[config.mk]
export PLATFORM = sky130hd
export DESIGN_NAME = video_scanline_register_unit_core
export DESIGN_NICKNAME = d
export VERILOG_FILES = /design/src/rtl/core/vsru_pkg.sv /design/src/rtl/core/video_scanline_register_unit_core.sv /design/src/rtl/core/vsru_line_timer.sv
export SDC_FILE = /design/constraint.sdc
export NUM_CORES = 1
export LEC_CHECK = 0
export BUFFER_PORTS_ARGS = -buffer_cell sky130_fd_sc_hd__buf_2
export CAP_MARGIN = 20
export CORE_MARGIN = 4
export CORE_UTILIZATION = 30
export DETAILED_ROUTE_END_ITERATION = 7
export HOLD_SLACK_MARGIN = 0.1
export PLACE_DENSITY_LB_ADDON = 0.15
export SLEW_MARGIN = 20
export SYNTH_ARGS = -nofsm -noshare
export SYNTH_HDL_FRONTEND = slang
export SYNTH_SLANG_ARGS = --single-unit
[constraint.sdc]
create_clock -name clk -period 7.4 [get_ports clk]
set_input_delay 0.74 -clock clk [delete_from_list [all_inputs] [get_ports clk]]
set_output_delay 0.74 -clock clk [all_outputs]
set_load 0.03 [all_outputs]
[src/rtl/core/vsru_pkg.sv]
// Shared types and constants for the video scanline register unit.
// No dependencies; imported by vsru_line_timer and the core top level.
`default_nettype none

package vsru_pkg;

  localparam int unsigned REG_COUNT = 14;
  localparam int unsigned REG_IDX_W = 4;   // address bits 5:2
  localparam int unsigned DATA_W    = 32;
  localparam int unsigned ACC_W     = 17;
  localparam int unsigned PERIOD_W  = 16;
  localparam int unsigned FRAME_W   = 10;
  localparam int unsigned ELAPSED_W = 16;
  localparam int unsigned CFG_IDX_W = 2;

  localparam logic [REG_IDX_W-1:0] CMP_REG  = 4'd3;
  localparam logic [REG_IDX_W-1:0] LINE_REG = 4'd4;

  localparam logic [ACC_W-1:0]    ACC_MAX          = 17'h1FFFF;
  localparam logic [PERIOD_W-1:0] LINE_PERIOD_RST  = 16'd548;
  localparam logic [FRAME_W-1:0]  LINES_FRAME_RST  = 10'd525;

  localparam logic [CFG_IDX_W-1:0] CFG_LINE_PERIOD     = 2'd0;
  localparam logic [CFG_IDX_W-1:0] CFG_LINES_PER_FRAME = 2'd1;

  typedef enum logic [1:0] {
    KIND_WRITE = 2'd0,
    KIND_READ  = 2'd1,
    KIND_TICK  = 2'd2
  } kind_t;

  // Outcome of one tick, handed from the line timer to the core.
  typedef struct packed {
    logic              advance;   // accumulator reached one line period
    logic              hit;       // advanced line equals compare register
    logic              wrap;      // advanced line at or past frame length
    logic [ACC_W-1:0]  acc_next;
    logic [DATA_W-1:0] line_next;
  } tick_res_t;

endpackage : vsru_pkg

`default_nettype wire

[src/rtl/core/video_scanline_register_unit_core.sv]
// Video scanline register unit: register file, scanline counter, line IRQ.
// Depends on vsru_pkg and vsru_line_timer.
`default_nettype none

// Channel  Signals                                        Direction
// -------  ---------------------------------------------  ---------
// in       in_valid/in_stall, kind, reg_address,          request in
//          write_data, elapsed_cycles
// out      out_valid/out_stall, read_data,                request out
//          line_interrupt, frame_end
// cfg      cfg_we, cfg_index, cfg_data                    write only
//
// One request per cycle sustained while out_stall is low. Each request
// passes the input register, then the result register, whose load raises
// out_valid. The state update (register file, accumulator, line counter,
// IRQ) is committed on the same edge the result register loads, so each
// request sees all earlier ones. rst is synchronous: registers zero,
// accumulator zero, IRQ clear, config back to line period 548 and frame
// length 525. A stalled result holds the result register; the input
// register refills only as the result drains.

module video_scanline_register_unit_core (
  input  wire logic                           clk,
  input  wire logic                           rst,
  // request in
  input  wire logic                           in_valid,
  output logic                                in_stall,
  input  wire logic [1:0]                     kind,
  input  wire logic [5:0]                     reg_address,
  input  wire logic [vsru_pkg::DATA_W-1:0]    write_data,
  input  wire logic [vsru_pkg::ELAPSED_W-1:0] elapsed_cycles,
  // request out
  output logic                                out_valid,
  input  wire logic                           out_stall,
  output logic [vsru_pkg::DATA_W-1:0]         read_data,
  output logic                                line_interrupt,
  output logic                                frame_end,
  // configuration
  input  wire logic                           cfg_we,
  input  wire logic [vsru_pkg::CFG_IDX_W-1:0] cfg_index,
  input  wire logic [vsru_pkg::PERIOD_W-1:0]  cfg_data
);
  import vsru_pkg::*;

  // configuration registers
  logic [PERIOD_W-1:0] line_period;
  logic [FRAME_W-1:0]  lines_per_frame;

  // input register
  logic                 s1_valid;
  logic [1:0]           s1_kind;
  logic [REG_IDX_W-1:0] s1_idx;
  logic [DATA_W-1:0]    s1_wdata;
  logic [ELAPSED_W-1:0] s1_elapsed;

  // architectural state
  logic [DATA_W-1:0] regs [REG_COUNT];
  logic [ACC_W-1:0]  acc;
  logic              irq_pending;

  logic              adv;        // s1 moves into the result register
  logic              idx_ok;
  tick_res_t         tick_res;

  // next-state terms
  logic [DATA_W-1:0] rdata_next;
  logic              fend_next;
  logic              irq_next;
  logic [ACC_W-1:0]  acc_next;
  logic              do_write;
  logic              do_tick_line;

  assign adv      = s1_valid && (!out_valid || !out_stall);
  assign in_stall = s1_valid && !adv;
  assign idx_ok   = ({1'b0, s1_idx} < (REG_IDX_W+1)'(REG_COUNT));

  always_ff @(posedge clk) begin
    if (rst) begin
      line_period     <= LINE_PERIOD_RST;
      lines_per_frame <= LINES_FRAME_RST;
    end else if (cfg_we) begin
      unique case (cfg_index)
        CFG_LINE_PERIOD:     line_period     <= cfg_data;
        CFG_LINES_PER_FRAME: lines_per_frame <= cfg_data[FRAME_W-1:0];
        default: ;  // indexes past the list are ignored
      endcase
    end
  end

  vsru_line_timer u_line_timer (
    .acc             (acc),
    .elapsed         (s1_elapsed),
    .line_period     (line_period),
    .lines_per_frame (lines_per_frame),
    .line            (regs[LINE_REG]),
    .line_cmp        (regs[CMP_REG]),
    .res             (tick_res)
  );

  // Per-kind decode of the request held in s1.
  always_comb begin
    rdata_next   = '0;
    fend_next    = 1'b0;
    irq_next     = irq_pending;
    acc_next     = acc;
    do_write     = 1'b0;
    do_tick_line = 1'b0;
    unique case (s1_kind)
      KIND_WRITE: begin
        if (idx_ok) begin
          if (s1_idx == LINE_REG) begin
            irq_next = 1'b0;      // write to line register acks the IRQ
          end else begin
            do_write = 1'b1;
          end
        end
      end
      KIND_READ: begin
        if (idx_ok) begin
          rdata_next = regs[s1_idx];
        end
      end
      KIND_TICK: begin
        acc_next = tick_res.acc_next;
        if (tick_res.advance) begin
          do_tick_line = 1'b1;
          fend_next    = tick_res.wrap;
          if (tick_res.hit) begin
            irq_next = 1'b1;
          end
        end
      end
      default: ;  // unused kind: no effect
    endcase
  end

  // input register
  always_ff @(posedge clk) begin
    if (rst) begin
      s1_valid <= 1'b0;
    end else if (in_valid && !in_stall) begin
      s1_valid <= 1'b1;
    end else if (adv) begin
      s1_valid <= 1'b0;
    end
  end

  always_ff @(posedge clk) begin
    if (in_valid && !in_stall) begin
      s1_kind    <= kind;
      s1_idx     <= reg_address[5:2];
      s1_wdata   <= write_data;
      s1_elapsed <= elapsed_cycles;
    end
  end

  // state commit
  always_ff @(posedge clk) begin
    if (rst) begin
      for (int i = 0; i < REG_COUNT; i++) begin
        regs[i] <= '0;
      end
      acc         <= '0;
      irq_pending <= 1'b0;
    end else if (adv) begin
      for (int i = 0; i < REG_COUNT; i++) begin
        if (do_write && (s1_idx == REG_IDX_W'(i))) begin
          regs[i] <= s1_wdata;
        end
      end
      if (do_tick_line) begin
        regs[LINE_REG] <= tick_res.line_next;
      end
      acc         <= acc_next;
      irq_pending <= irq_next;
    end
  end

  // result register
  always_ff @(posedge clk) begin
    if (rst) begin
      out_valid <= 1'b0;
    end else if (adv) begin
      out_valid <= 1'b1;
    end else if (!out_stall) begin
      out_valid <= 1'b0;
    end
  end

  always_ff @(posedge clk) begin
    if (adv) begin
      read_data      <= rdata_next;
      line_interrupt <= irq_next;
      frame_end      <= fend_next;
    end
  end

  // ---------------------------------------------------------------------
  // Assertions

  // A held-off input always means a request is parked in s1.
  a_stall_has_item: assert property (@(posedge clk) disable iff (rst)
    in_stall |-> s1_valid)
    else $error("in_stall without a parked request");

  // A wrapping tick leaves the line at zero and flags end of frame.
  a_wrap_zero: assert property (@(posedge clk) disable iff (rst)
    (adv && do_tick_line && tick_res.wrap) |=>
      (regs[LINE_REG] == '0) && frame_end && out_valid)
    else $error("frame wrap did not clear the line counter");

  // A write to the line register acknowledges the interrupt.
  a_irq_ack: assert property (@(posedge clk) disable iff (rst)
    (adv && (s1_kind == KIND_WRITE) && (s1_idx == LINE_REG)) |=>
      !irq_pending && !line_interrupt)
    else $error("line register write did not clear the interrupt");

  // The reported interrupt flag mirrors the pending state it was taken from.
  a_irq_mirror: assert property (@(posedge clk) disable iff (rst)
    adv |=> (line_interrupt == irq_pending))
    else $error("line_interrupt out of step with pending state");

endmodule : video_scanline_register_unit_core

`default_nettype wire

[src/rtl/core/vsru_line_timer.sv]
// Scanline timing step: accumulate cycles, advance and wrap the line counter.
// Depends on vsru_pkg. Pure combinational logic.
`default_nettype none

module vsru_line_timer (
  input  wire logic [vsru_pkg::ACC_W-1:0]     acc,
  input  wire logic [vsru_pkg::ELAPSED_W-1:0] elapsed,
  input  wire logic [vsru_pkg::PERIOD_W-1:0]  line_period,
  input  wire logic [vsru_pkg::FRAME_W-1:0]   lines_per_frame,
  input  wire logic [vsru_pkg::DATA_W-1:0]    line,
  input  wire logic [vsru_pkg::DATA_W-1:0]    line_cmp,
  output vsru_pkg::tick_res_t                 res
);
  import vsru_pkg::*;

  logic [ACC_W:0]    sum_wide;
  logic [ACC_W-1:0]  sum_sat;
  logic [ACC_W-1:0]  period_ext;
  logic [DATA_W-1:0] line_inc;

  assign sum_wide   = {1'b0, acc} + {{(ACC_W+1-ELAPSED_W){1'b0}}, elapsed};
  // saturate, at most one line per tick
  assign sum_sat    = sum_wide[ACC_W] ? ACC_MAX : sum_wide[ACC_W-1:0];
  assign period_ext = {{(ACC_W-PERIOD_W){1'b0}}, line_period};
  assign line_inc   = line + {{(DATA_W-1){1'b0}}, 1'b1};

  always_comb begin
    res.advance   = (sum_sat >= period_ext);
    res.acc_next  = res.advance ? (sum_sat - period_ext) : sum_sat;
    res.hit       = (line_inc == line_cmp);
    res.wrap      = (line_inc >= {{(DATA_W-FRAME_W){1'b0}}, lines_per_frame});
    res.line_next = res.wrap ? '0 : line_inc;
  end

endmodule : vsru_line_timer

`default_nettype wire

==> results.json, run 1 <==
{
  "status": "complete, no violations",
  "core_area_um2": 93600,
  "grt_remaining_overflow": 0,
  "cts-buffers-inserted": 71,
  "first_global_vias": 19200,
  "yosysTopAreaCell": "edfxtp_1",
  "cts_setup_buffers": 0,
  "crit_chain": "ha_1, fa_1, a211o_1, o211ai_1, a21oi_1, a21o_1, a21oi_1, xor2_1, nand2_1, ha_1, a21oi_1, o21ai_0, nand3b_1, o221ai_1, a21oi_1, nor3_2, o21bai_4",
  "cp_common_cell": "a21oi_1",
  "wl_mm": 86.1,
  "clk_pin_slew_ps": 60,
  "yosys_warnings": 0,
  "firstDrtPassIters": 7,
  "fin_crit_sh_pct": 72.5,
  "ioPinCount": 115,
  "vias_per_cell": 4.97,
  "cp.arrival_ps": 5600,
  "path_max_fanout": 32,
  "drc": 0,
  "seq_area_frac_synth_pct": 55.4,
  "path_class": "reg2reg",
  "dp_hpwl_mm": 54.1,
  "port_buffers": 112,
  "relSlewSlack_pct": 21.5,
  "clock_sinks": 582,
  "maxCapViolations": 0,
  "postCtsHoldBufs": 0,
  "die_h_um": 316,
  "fmax_mhz": 186,
  "synth_seq_cells": 582,
  "layout-drive-gt1-share_pct": 19.8,
  "syn_area_um2": 28400,
  "hold_viol": 0,
  "synth_top_area_share_pct": 43.2,
  "vias": 18500,
  "synth-edff-count": 408,
  "clock_tree.buffer_depth": 3,
  "clock_latency_ps": 630,
  "grt_usage_pct": 17.3,
  "setup-tns-final_ps": 0,
  "grt_pass1_wl_mm": 127,
  "skew_ps": 23.2,
  "avgSynthCellArea_um2": 12.2,
  "required_ps": 7630,
  "synth_top_flop_cell": "edfxtp_1",
  "antenna_found_initial": 5,
  "nets": 2525,
  "synth_cells": 2335,
  "drt-initial-drc-count": 1327,
  "hold_slack_ps": 286,
  "multi_input_area_um2": 12100,
  "antenna_left": 0,
  "placed_area_um2": 30400,
  "cp_slowest_cell": "o21bai_4",
  "ys_async_sr_fraction_pct": 0,
  "worst-path-buf-inv": 0,
  "cts_tree": "done",
  "wire_per_inst_um": 23.2,
  "initial_core_util_pct": 30.3,
  "die_w_um": 316,
  "ys_top_cells_by_area": "edfxtp_1, dfxtp_1, mux4_2, and2_1, nand2b_1",
  "power.density_nw_per_um2": 243,
  "vdd_drop_max_uv": 140,
  "slew_violations": 0,
  "cpLargestDelayFamily": "compound AO/OA/AOI/OAI gates",
  "synth_common_cells": "edfxtp_1, and2_1, nand2_1",
  "fin_crit_ps": 5360,
  "grt_max_degree": 96,
  "rows": 112,
  "dieArea_um2": 99600,
  "setup_viol": 0,
  "seq_area_um2": 15700,
  "hold_class": "in2reg",
  "power_leakage_nw": 11.6,
  "endpoint_kind": "register",
  "crit_path_start_kind": "register",
  "root_buffer": "clkbuf_16",
  "fin_area_um2": 32900,
  "rsz0062_at_grt": "no",
  "gp_congestion": 0.814,
  "cts.htree.levels": 3,
  "area_growth_pct": 15.7,
  "synth_most_common_cell": "edfxtp_1",
  "netlist-cell-type-count": 84,
  "ctsResizeCount": 0,
  "nFillCells": 9227,
  "tightest_slew_ps": 1180,
  "cpPeakStageDelay_ps": 870
}
[cell usage in the layout (no fill, tap or decap), types with 39 or more instances in the layout]
cell type,Yosys,layout
edfxtp_1,408,408
and2_1,291,291
nand2_1,211,211
dfxtp_1,174,174
o21ai_0,160,160
nand2b_1,139,139
mux4_2,128,128
buf_2,16,111
clkbuf_16,0,74
nor2_1,67,58
a21oi_1,53,53
ha_1,43,43
inv_1,40,39
xnor2_1,39,39
[layout make-up]
cell class,instances,area share (%)
flip-flops and latches,582,47.9
inverters,40,0.457
diodes,3,0.0229
clock inverters,30,1.15
well taps,1254,4.78
multi-input cells,1557,36.8
clock buffers,101,6.28
repair buffers,149,2.64
[per-stage QoR]
step                      util [%]  total power, mW  worst slack [ps]  instances
after global routing          35.1             8.29              1550       3713
after CTS                     35.1             8.10              1960       3713
after detailed placement      32.5             4.43              2000       3582
after floorplan                  -             4.17              1780       2356
final                         35.1             7.98              2040       3716
after global placement        32.5             4.42              1980       3582
[logic make-up after synthesis]
group                    synth area share, %
AO/OA/AOI/OAI                           7.05
XOR/XNOR                                2.24
adder cells (fa/ha/maj)                 2.04
buffers and inverters                   3.06
flip-flops                              55.4
multiplexers                            12.1
other                                 0.0132
AND/OR/NAND/NOR                         18.1
[report_power, final]
part | internal [mW] | switching [mW]
combinational | 0.273 | 0.397
clock | 2.17 | 1.45
sequential | 3.59 | 0.0971
[metal layers]
metal	vias to the layer above	global-route usage, %	part of all wire [%]	routed length [µm]
met5	-	0	0.013	11
met4	2	4.63	2.2	1920
met3	127	3.11	5.0	4300
met2	426	28.4	47	40400
met1	9341	23.6	46	39400
li1	8578	-	-	-
[path summary, 6_finish.rpt]
path / start / end / slack, ps / depth (start not counted)
worst max-delay path: s1_elapsed[0] / regs[4][21] / 2040 / 17
worst min register to register: lines_per_frame[1] / lines_per_frame[1] / 460 / 2
worst min-delay path: write_data[12] / s1_wdata[12] / 290 / 1
worst max register to register: s1_elapsed[0] / regs[4][21] / 2040 / 17
[registers in the layout, indices dropped and copies added (netlist names)]
name	cells
regs	448
read_data	32
s1_wdata	32
acc	17
line_period	16
s1_elapsed	16
lines_per_frame	10
s1_idx	4
s1_kind	2
frame_end	1
irq_pending	1
line_interrupt	1
out_valid	1
s1_valid	1
Note: power is estimated with default switching activity, not from simulation.
==> run 2: changes to the inputs <==
ABC_AREA = 1   (was not set)
clock period = 5.5 ns   (was 7.4 ns; I/O delays follow)
==> run 2 against run 1 <==
  * Clock-buffer cell count decreased by 4
  * Register-to-register slack got worse by 1100 ps
  * Largest cell class unchanged
  * First-iteration DRC count grew 23%
  * Via count up 13%
  * Die area fell by 5.4%
  * Critical path type unchanged
  * Largest power group unchanged
  * Critical path depth is 4 higher
  * Synthesized area shrank 5.5%
  * Non-clock buffer count is 48 higher
  * Global-route usage up 1.4 points
  * Synthesized cell count increased by 20%
==> results.json, run 2 <==
{
  "path_class": "reg2reg",
  "seq_area_frac_synth_pct": 58.7,
  "port_buffers": 112,
  "setup_viol": 0,
  "grt_usage_pct": 18.7,
  "maxCapViolations": 0,
  "final_common_cell": "nor2_1",
  "grt_pass1_wl_mm": 132,
  "hold_viol": 0,
  "reg2reg_slack_ps": 980,
  "largest_reg_flops": 448,
  "yosysTopAreaCell": "edfxtp_1",
  "layout-drive-gt1-share_pct": 11.3,
  "synth_cells": 2800,
  "rr_startpoint": "s1_elapsed[8]",
  "die_h_um": 307,
  "cp_common_cell": "nand2_1",
  "rsz0062_at_grt": "no",
  "cpPeakStageDelay_ps": 380,
  "nFillCells": 8895,
  "seq_area_um2": 15700,
  "initial_core_util_pct": 30.3,
  "fin_ws_ps": 979,
  "avgSynthCellArea_um2": 9.58,
  "nets": 3037,
  "crit_path_start_kind": "register",
  "worst-path-buf-inv": 3,
  "vias_per_cell": 5.04,
  "r2r_end": "regs[4][27]",
  "power.density_nw_per_um2": 334,
  "fmax_mhz": 221,
  "endpoint_kind": "register",
  "min_path_cells": 1,
  "antenna_left": 0,
  "core_area_um2": 88500,
  "synth_top_area_share_pct": 45.7,
  "rows": 109,
  "final_cell_mix": "nor2_1, nand2_1, edfxtp_1",
  "antenna_found_initial": 0,
  "crit_chain": "ha_1, a21oi_1, a21boi_0, nand3_1, a21oi_4, inv_1, or2_2, ha_1, nand2_1, o21ai_0, nand2_1, nand2_1, nand3_1, nand2_1, nand2_1, nand4_2, nand2_1, inv_1, nand2_1, nand2_1, buf_12",
  "wire_per_inst_um": 21.8,
  "tightest_slew_ps": 1070,
  "reg2reg_depth": 21,
  "multi_input_area_um2": 9750,
  "drt-initial-drc-count": 1634,
  "clk_pin_slew_ps": 50,
  "dp_slack_ps": 959,
  "vias": 20800,
  "area_growth_pct": 17.1,
  "gp_congestion": 0.841,
  "skew_ps": 21.6,
  "largestRegisters": "regs: 448 flops, read_data: 32 flops, s1_wdata: 32 flops",
  "vdd_drop_max_uv": 241,
  "cp.arrival_ps": 4820,
  "clock_latency_ps": 610,
  "dp_hpwl_mm": 59.9,
  "ys_async_sr_fraction_pct": 0,
  "path_max_fanout": 28,
  "firstDrtPassIters": 5,
  "synth_common_cells": "nor2_1, nand2_1, edfxtp_1",
  "required_ps": 5800,
  "netlist-cell-type-count": 50,
  "cp-startpoint": "s1_elapsed[8]",
  "synth_top_flop_cell": "edfxtp_1",
  "synth_most_common_cell": "nor2_1",
  "grt_remaining_overflow": 0,
  "synth_seq_cells": 582,
  "yosys_warnings": 0,
  "ys_top_cells_by_area": "edfxtp_1, dfxtp_1, nor2_1, nand2_1, a22oi_1",
  "ioPinCount": 115,
  "slew_violations": 0,
  "dieArea_um2": 94200,
  "first_global_vias": 20700,
  "largest_register": "regs",
  "hold_slack_ps": 136,
  "die_w_um": 307,
  "cp_slowest_cell": "edfxtp_1",
  "fin_area_um2": 31400,
  "root_buffer": "clkbuf_16",
  "cts_tree": "done",
  "antennaDiodeCount": 0,
  "cts-buffers-inserted": 69,
  "power_leakage_nw": 12.0,
  "clock_tree.buffer_depth": 3,
  "synth-edff-count": 408,
  "syn_area_um2": 26800,
  "grt_max_degree": 65,
  "ctsResizeCount": 0,
  "fin_crit_sh_pct": 82.2,
  "clock_sinks": 582,
  "hold_class": "in2reg",
  "cts.htree.levels": 3,
  "drc": 0,
  "wl_mm": 90.1,
  "cpLargestDelayFamily": "simple AND/OR/NAND/NOR gates",
  "relSlewSlack_pct": 28.2,
  "status": "complete, no violations",
  "hold_start": "write_data[13]",
  "placed_area_um2": 28800,
  "holdPathEnd": "s1_wdata[13]",
  "fin_crit_ps": 4520
}
==> run 2: cell types whose count changed in the layout (fill, tap and decap cells not counted), moves of 138 or more <==
cell and change:
nand2_1 +236, nor2_1 +392, a22oi_1 +191, a21oi_1 +138
nand2b_1 -139, and2_1 -290, inv_1 +182
==> run 2: logic make-up after synthesis <==
logic type      share of synthesized area, %
flops                                   58.7
xor+xnor                               0.886
compound gates                          14.9
simple gates                            17.6
buf+inv                                 5.80
fa+ha+maj                               2.16
other cells                           0.0140
==> run 2: worst max-delay path by stage <==
stage,end,cells past startpoint
after floorplan,regs[1][0],6
after global placement,regs[4][23],21
after detailed placement,regs[4][23],21
after CTS,regs[4][23],21
after global routing,regs[4][26],21
final,regs[4][27],21
==> run 2: stage by stage <==
stage	cells	total power [mW]	util (%)	setup TNS (ps)
floorplan	2821	5.59	-	-42890
global placement	3974	5.97	32.6	0
detailed placement	3974	5.98	32.6	0
CTS	4133	10.6	35.5	0
global route	4134	10.9	35.5	0
finish	4134	10.5	35.5	0
==> run 2: layer usage <==
layer / vias to the layer above / track usage (%) / wire (µm)
li1: 9949 / - / -
met1: 10200 / 24.7 / 40200
met2: 559 / 32.1 / 43500
met3: 131 / 2.56 / 4040
met4: 0 / 5.53 / 2470
met5: - / 0 / 0
==> run 2: layout make-up <==
cell class              instances  area share, %
inverters                     231           2.77
flip-flops and latches        582           50.1
clock inverters                30           1.01
well taps                    1165           4.64
repair buffers                197           4.28
clock buffers                  97           6.16
multi-input cells            1832           31.0
==> run 2: worst register-to-register path, stage by stage, from the launching register on <==
cell and delay (ps):
edfxtp_1 380, ha_1 370, a21oi_1 180, a21boi_0 190, nand3_1 210, a21oi_4 180
inv_1 160, or2_2 370, ha_1 320, nand2_1 70, o21ai_0 320, nand2_1 120
nand2_1 130, nand3_1 80, nand2_1 80, nand2_1 80, nand4_2 110, nand2_1 60
inv_1 190, nand2_1 100, nand2_1 250, buf_12 240
==> run 2: what timing repair did <==
action                                  in CTS  in global routing
endpoints found under the setup margin       0                  0
setup buffers                                0                  0
hold buffers                                32                  0
hold endpoints to repair                    32                  0
==> run 2: report_power, final <==
group,switching [mW],internal (mW)
clock,1.85,2.75
sequential,0.101,4.84
combinational,0.678,0.277
==> run 3: changes to the inputs <==
clock period = 4.5 ns   (was 5.5 ns; I/O delays follow)
==> run 3 against run 2 <==
  * Via count is 0.48% higher
  * Global-route usage is 0.072 points lower
  * Hold slack better by 5.9 ps
  * Sequential cell count stayed put
  * Clock skew is 9.3 ps higher
  * Core utilization is 0.43 points higher
  * Register-to-register slack worse by 650 ps
  * Maximum frequency is 8.3% higher
  * Sequential share of layout area is 0.60 points lower
  * Clock power is 22% higher
  * Die area stayed put
  * Critical path type unchanged
==> results.json, run 3 (same netlist as run 2, synthesis figures left out) <==
{
  "status": "complete, no violations",
  "vias_per_cell": 5.02,
  "fin_ws_ps": 327,
  "gp_congestion": 0.832,
  "cts.htree.levels": 3,
  "root_buffer": "clkbuf_16",
  "final_cell_mix": "nor2_1, nand2_1, edfxtp_1",
  "largest_reg_flops": 448,
  "power.density_nw_per_um2": 404,
  "clock_tree.buffer_depth": 3,
  "skew_ps": 30.9,
  "clk_pin_slew_ps": 60,
  "clock_sinks": 582,
  "relSlewSlack_pct": 27.7,
  "final_common_cell": "nor2_1",
  "nets": 3070,
  "vdd_drop_max_uv": 221,
  "required_ps": 4850,
  "fin_crit_sh_pct": 92.7,
  "worst-path-buf-inv": 2,
  "initial_core_util_pct": 30.3,
  "grt_max_degree": 99,
  "vias": 20900,
  "clock_power_share_pct": 43.7,
  "path_max_fanout": 10,
  "dp_hpwl_mm": 59.2,
  "die_w_um": 307,
  "drc": 0,
  "antenna_found_initial": 0,
  "port_buffers": 112,
  "internal-power_mw": 9.55,
  "grt_remaining_overflow": 0,
  "cp.arrival_ps": 4520,
  "hold_slack_ps": 142,
  "core_area_um2": 88500,
  "first_global_vias": 20900,
  "slew_violations": 0,
  "endpoint_kind": "register",
  "hold_class": "in2reg",
  "die_h_um": 307,
  "largestRegisters": "regs: 448 flops, read_data: 32 flops, s1_wdata: 32 flops",
  "rsz0062_at_grt": "no",
  "ioPinCount": 115,
  "dieArea_um2": 94200,
  "fin_cells": 4168,
  "setup_viol": 0,
  "tightest_slew_ps": 1080,
  "p_switching_mw": 3.29,
  "maxCapViolations": 0,
  "cpLargestDelayFamily": "simple AND/OR/NAND/NOR gates",
  "largest_register": "regs",
  "firstDrtPassIters": 5,
  "switching_share_pct": 25.7,
  "dp_slack_ps": 306,
  "rows": 109,
  "grt_pass1_wl_mm": 133,
  "clock_latency_ps": 630,
  "cts_tree": "done",
  "dp.cells": 3980,
  "combPwrFrac_pct": 9.3,
  "cp_slowest_cell": "fa_1",
  "grt_usage_pct": 18.6,
  "cpPeakStageDelay_ps": 430,
  "total_power_mw": 12.8,
  "fmax_mhz": 240,
  "fin_util_pct": 35.9,
  "cp_common_cell": "nand2_1",
  "crit_chain": "ha_1, fa_1, nand3_1, nand2_1, nand2_1, nand2_1, a21o_1, xor2_1, or2_2, ha_1, a21oi_1, o21ai_0, a21oi_1, nand2_1, nand2_1, nand4_2, nand2_1, inv_2, nand2_1, buf_4, nor3_2",
  "cts-buffers-inserted": 68,
  "setup-tns-final_ps": 0,
  "path_class": "reg2reg",
  "layout-drive-gt1-share_pct": 11.7,
  "antenna_left": 0,
  "crit_path_start_kind": "register",
  "fin_crit_ps": 4170,
  "wl_mm": 89.4,
  "hold_viol": 0,
  "drt-initial-drc-count": 1688,
  "area_growth_pct": 18.5,
  "fin_area_um2": 31800,
  "wire_per_inst_um": 21.4,
  "placed_area_um2": 28900,
  "seqPwrFrac_pct": 47.0,
  "power_leakage_nw": 12.2
}
-- run 3: path summary, 6_finish.rpt --
check,start,endpoint,slack (ps),cells past startpoint
hold reg to reg,line_period[14],line_period[14],460,2
setup / recovery,s1_elapsed[0],regs[4][0],330,21
setup reg to reg,s1_elapsed[0],regs[4][0],330,21
hold / removal,cfg_data[10],line_period[10],140,3
-- run 3: final cells by class --
class / instances / area (µm²)
antenna: 1 / 2.50
tap: 1165 / 1460
multi-input combinational: 1832 / 9750
fill: 8899 / 56700
clock inverter: 39 / 425
clock buffer: 87 / 1830
timing repair buffer: 231 / 1710
sequential: 582 / 15700
inverter: 231 / 870
-- run 3: what timing repair did --
item                       4_1_cts  5_1_grt
hold buffers                    59        0
setup buffers                    0        1
setup endpoints to repair        0       47
hold endpoints to repair        61        0
gates resized for setup          0        4
-- run 3: per-layer routing --
layer	global-route usage [%]	wire length (µm)
met5	0	0
met4	7.02	3340
met3	2.62	4160
met2	31.8	42900
met1	24.1	39000
-- run 3: tightest hold or removal path, stage by stage --
cell	delay (ps)
buf_2	70
o21ai_0	80
a21oi_1	110
-- run 3: power groups by stage --
stage          clock [mW]  sequential [mW]  combinational [mW]
2_1_floorplan           0             6.12               0.707
3_3_place_gp            0             6.15                1.15
3_5_place_dp            0             6.15                1.15
4_1_cts              5.75             6.04                1.20
5_1_grt              5.95             6.05                1.31
6_report             5.61             6.04                1.19
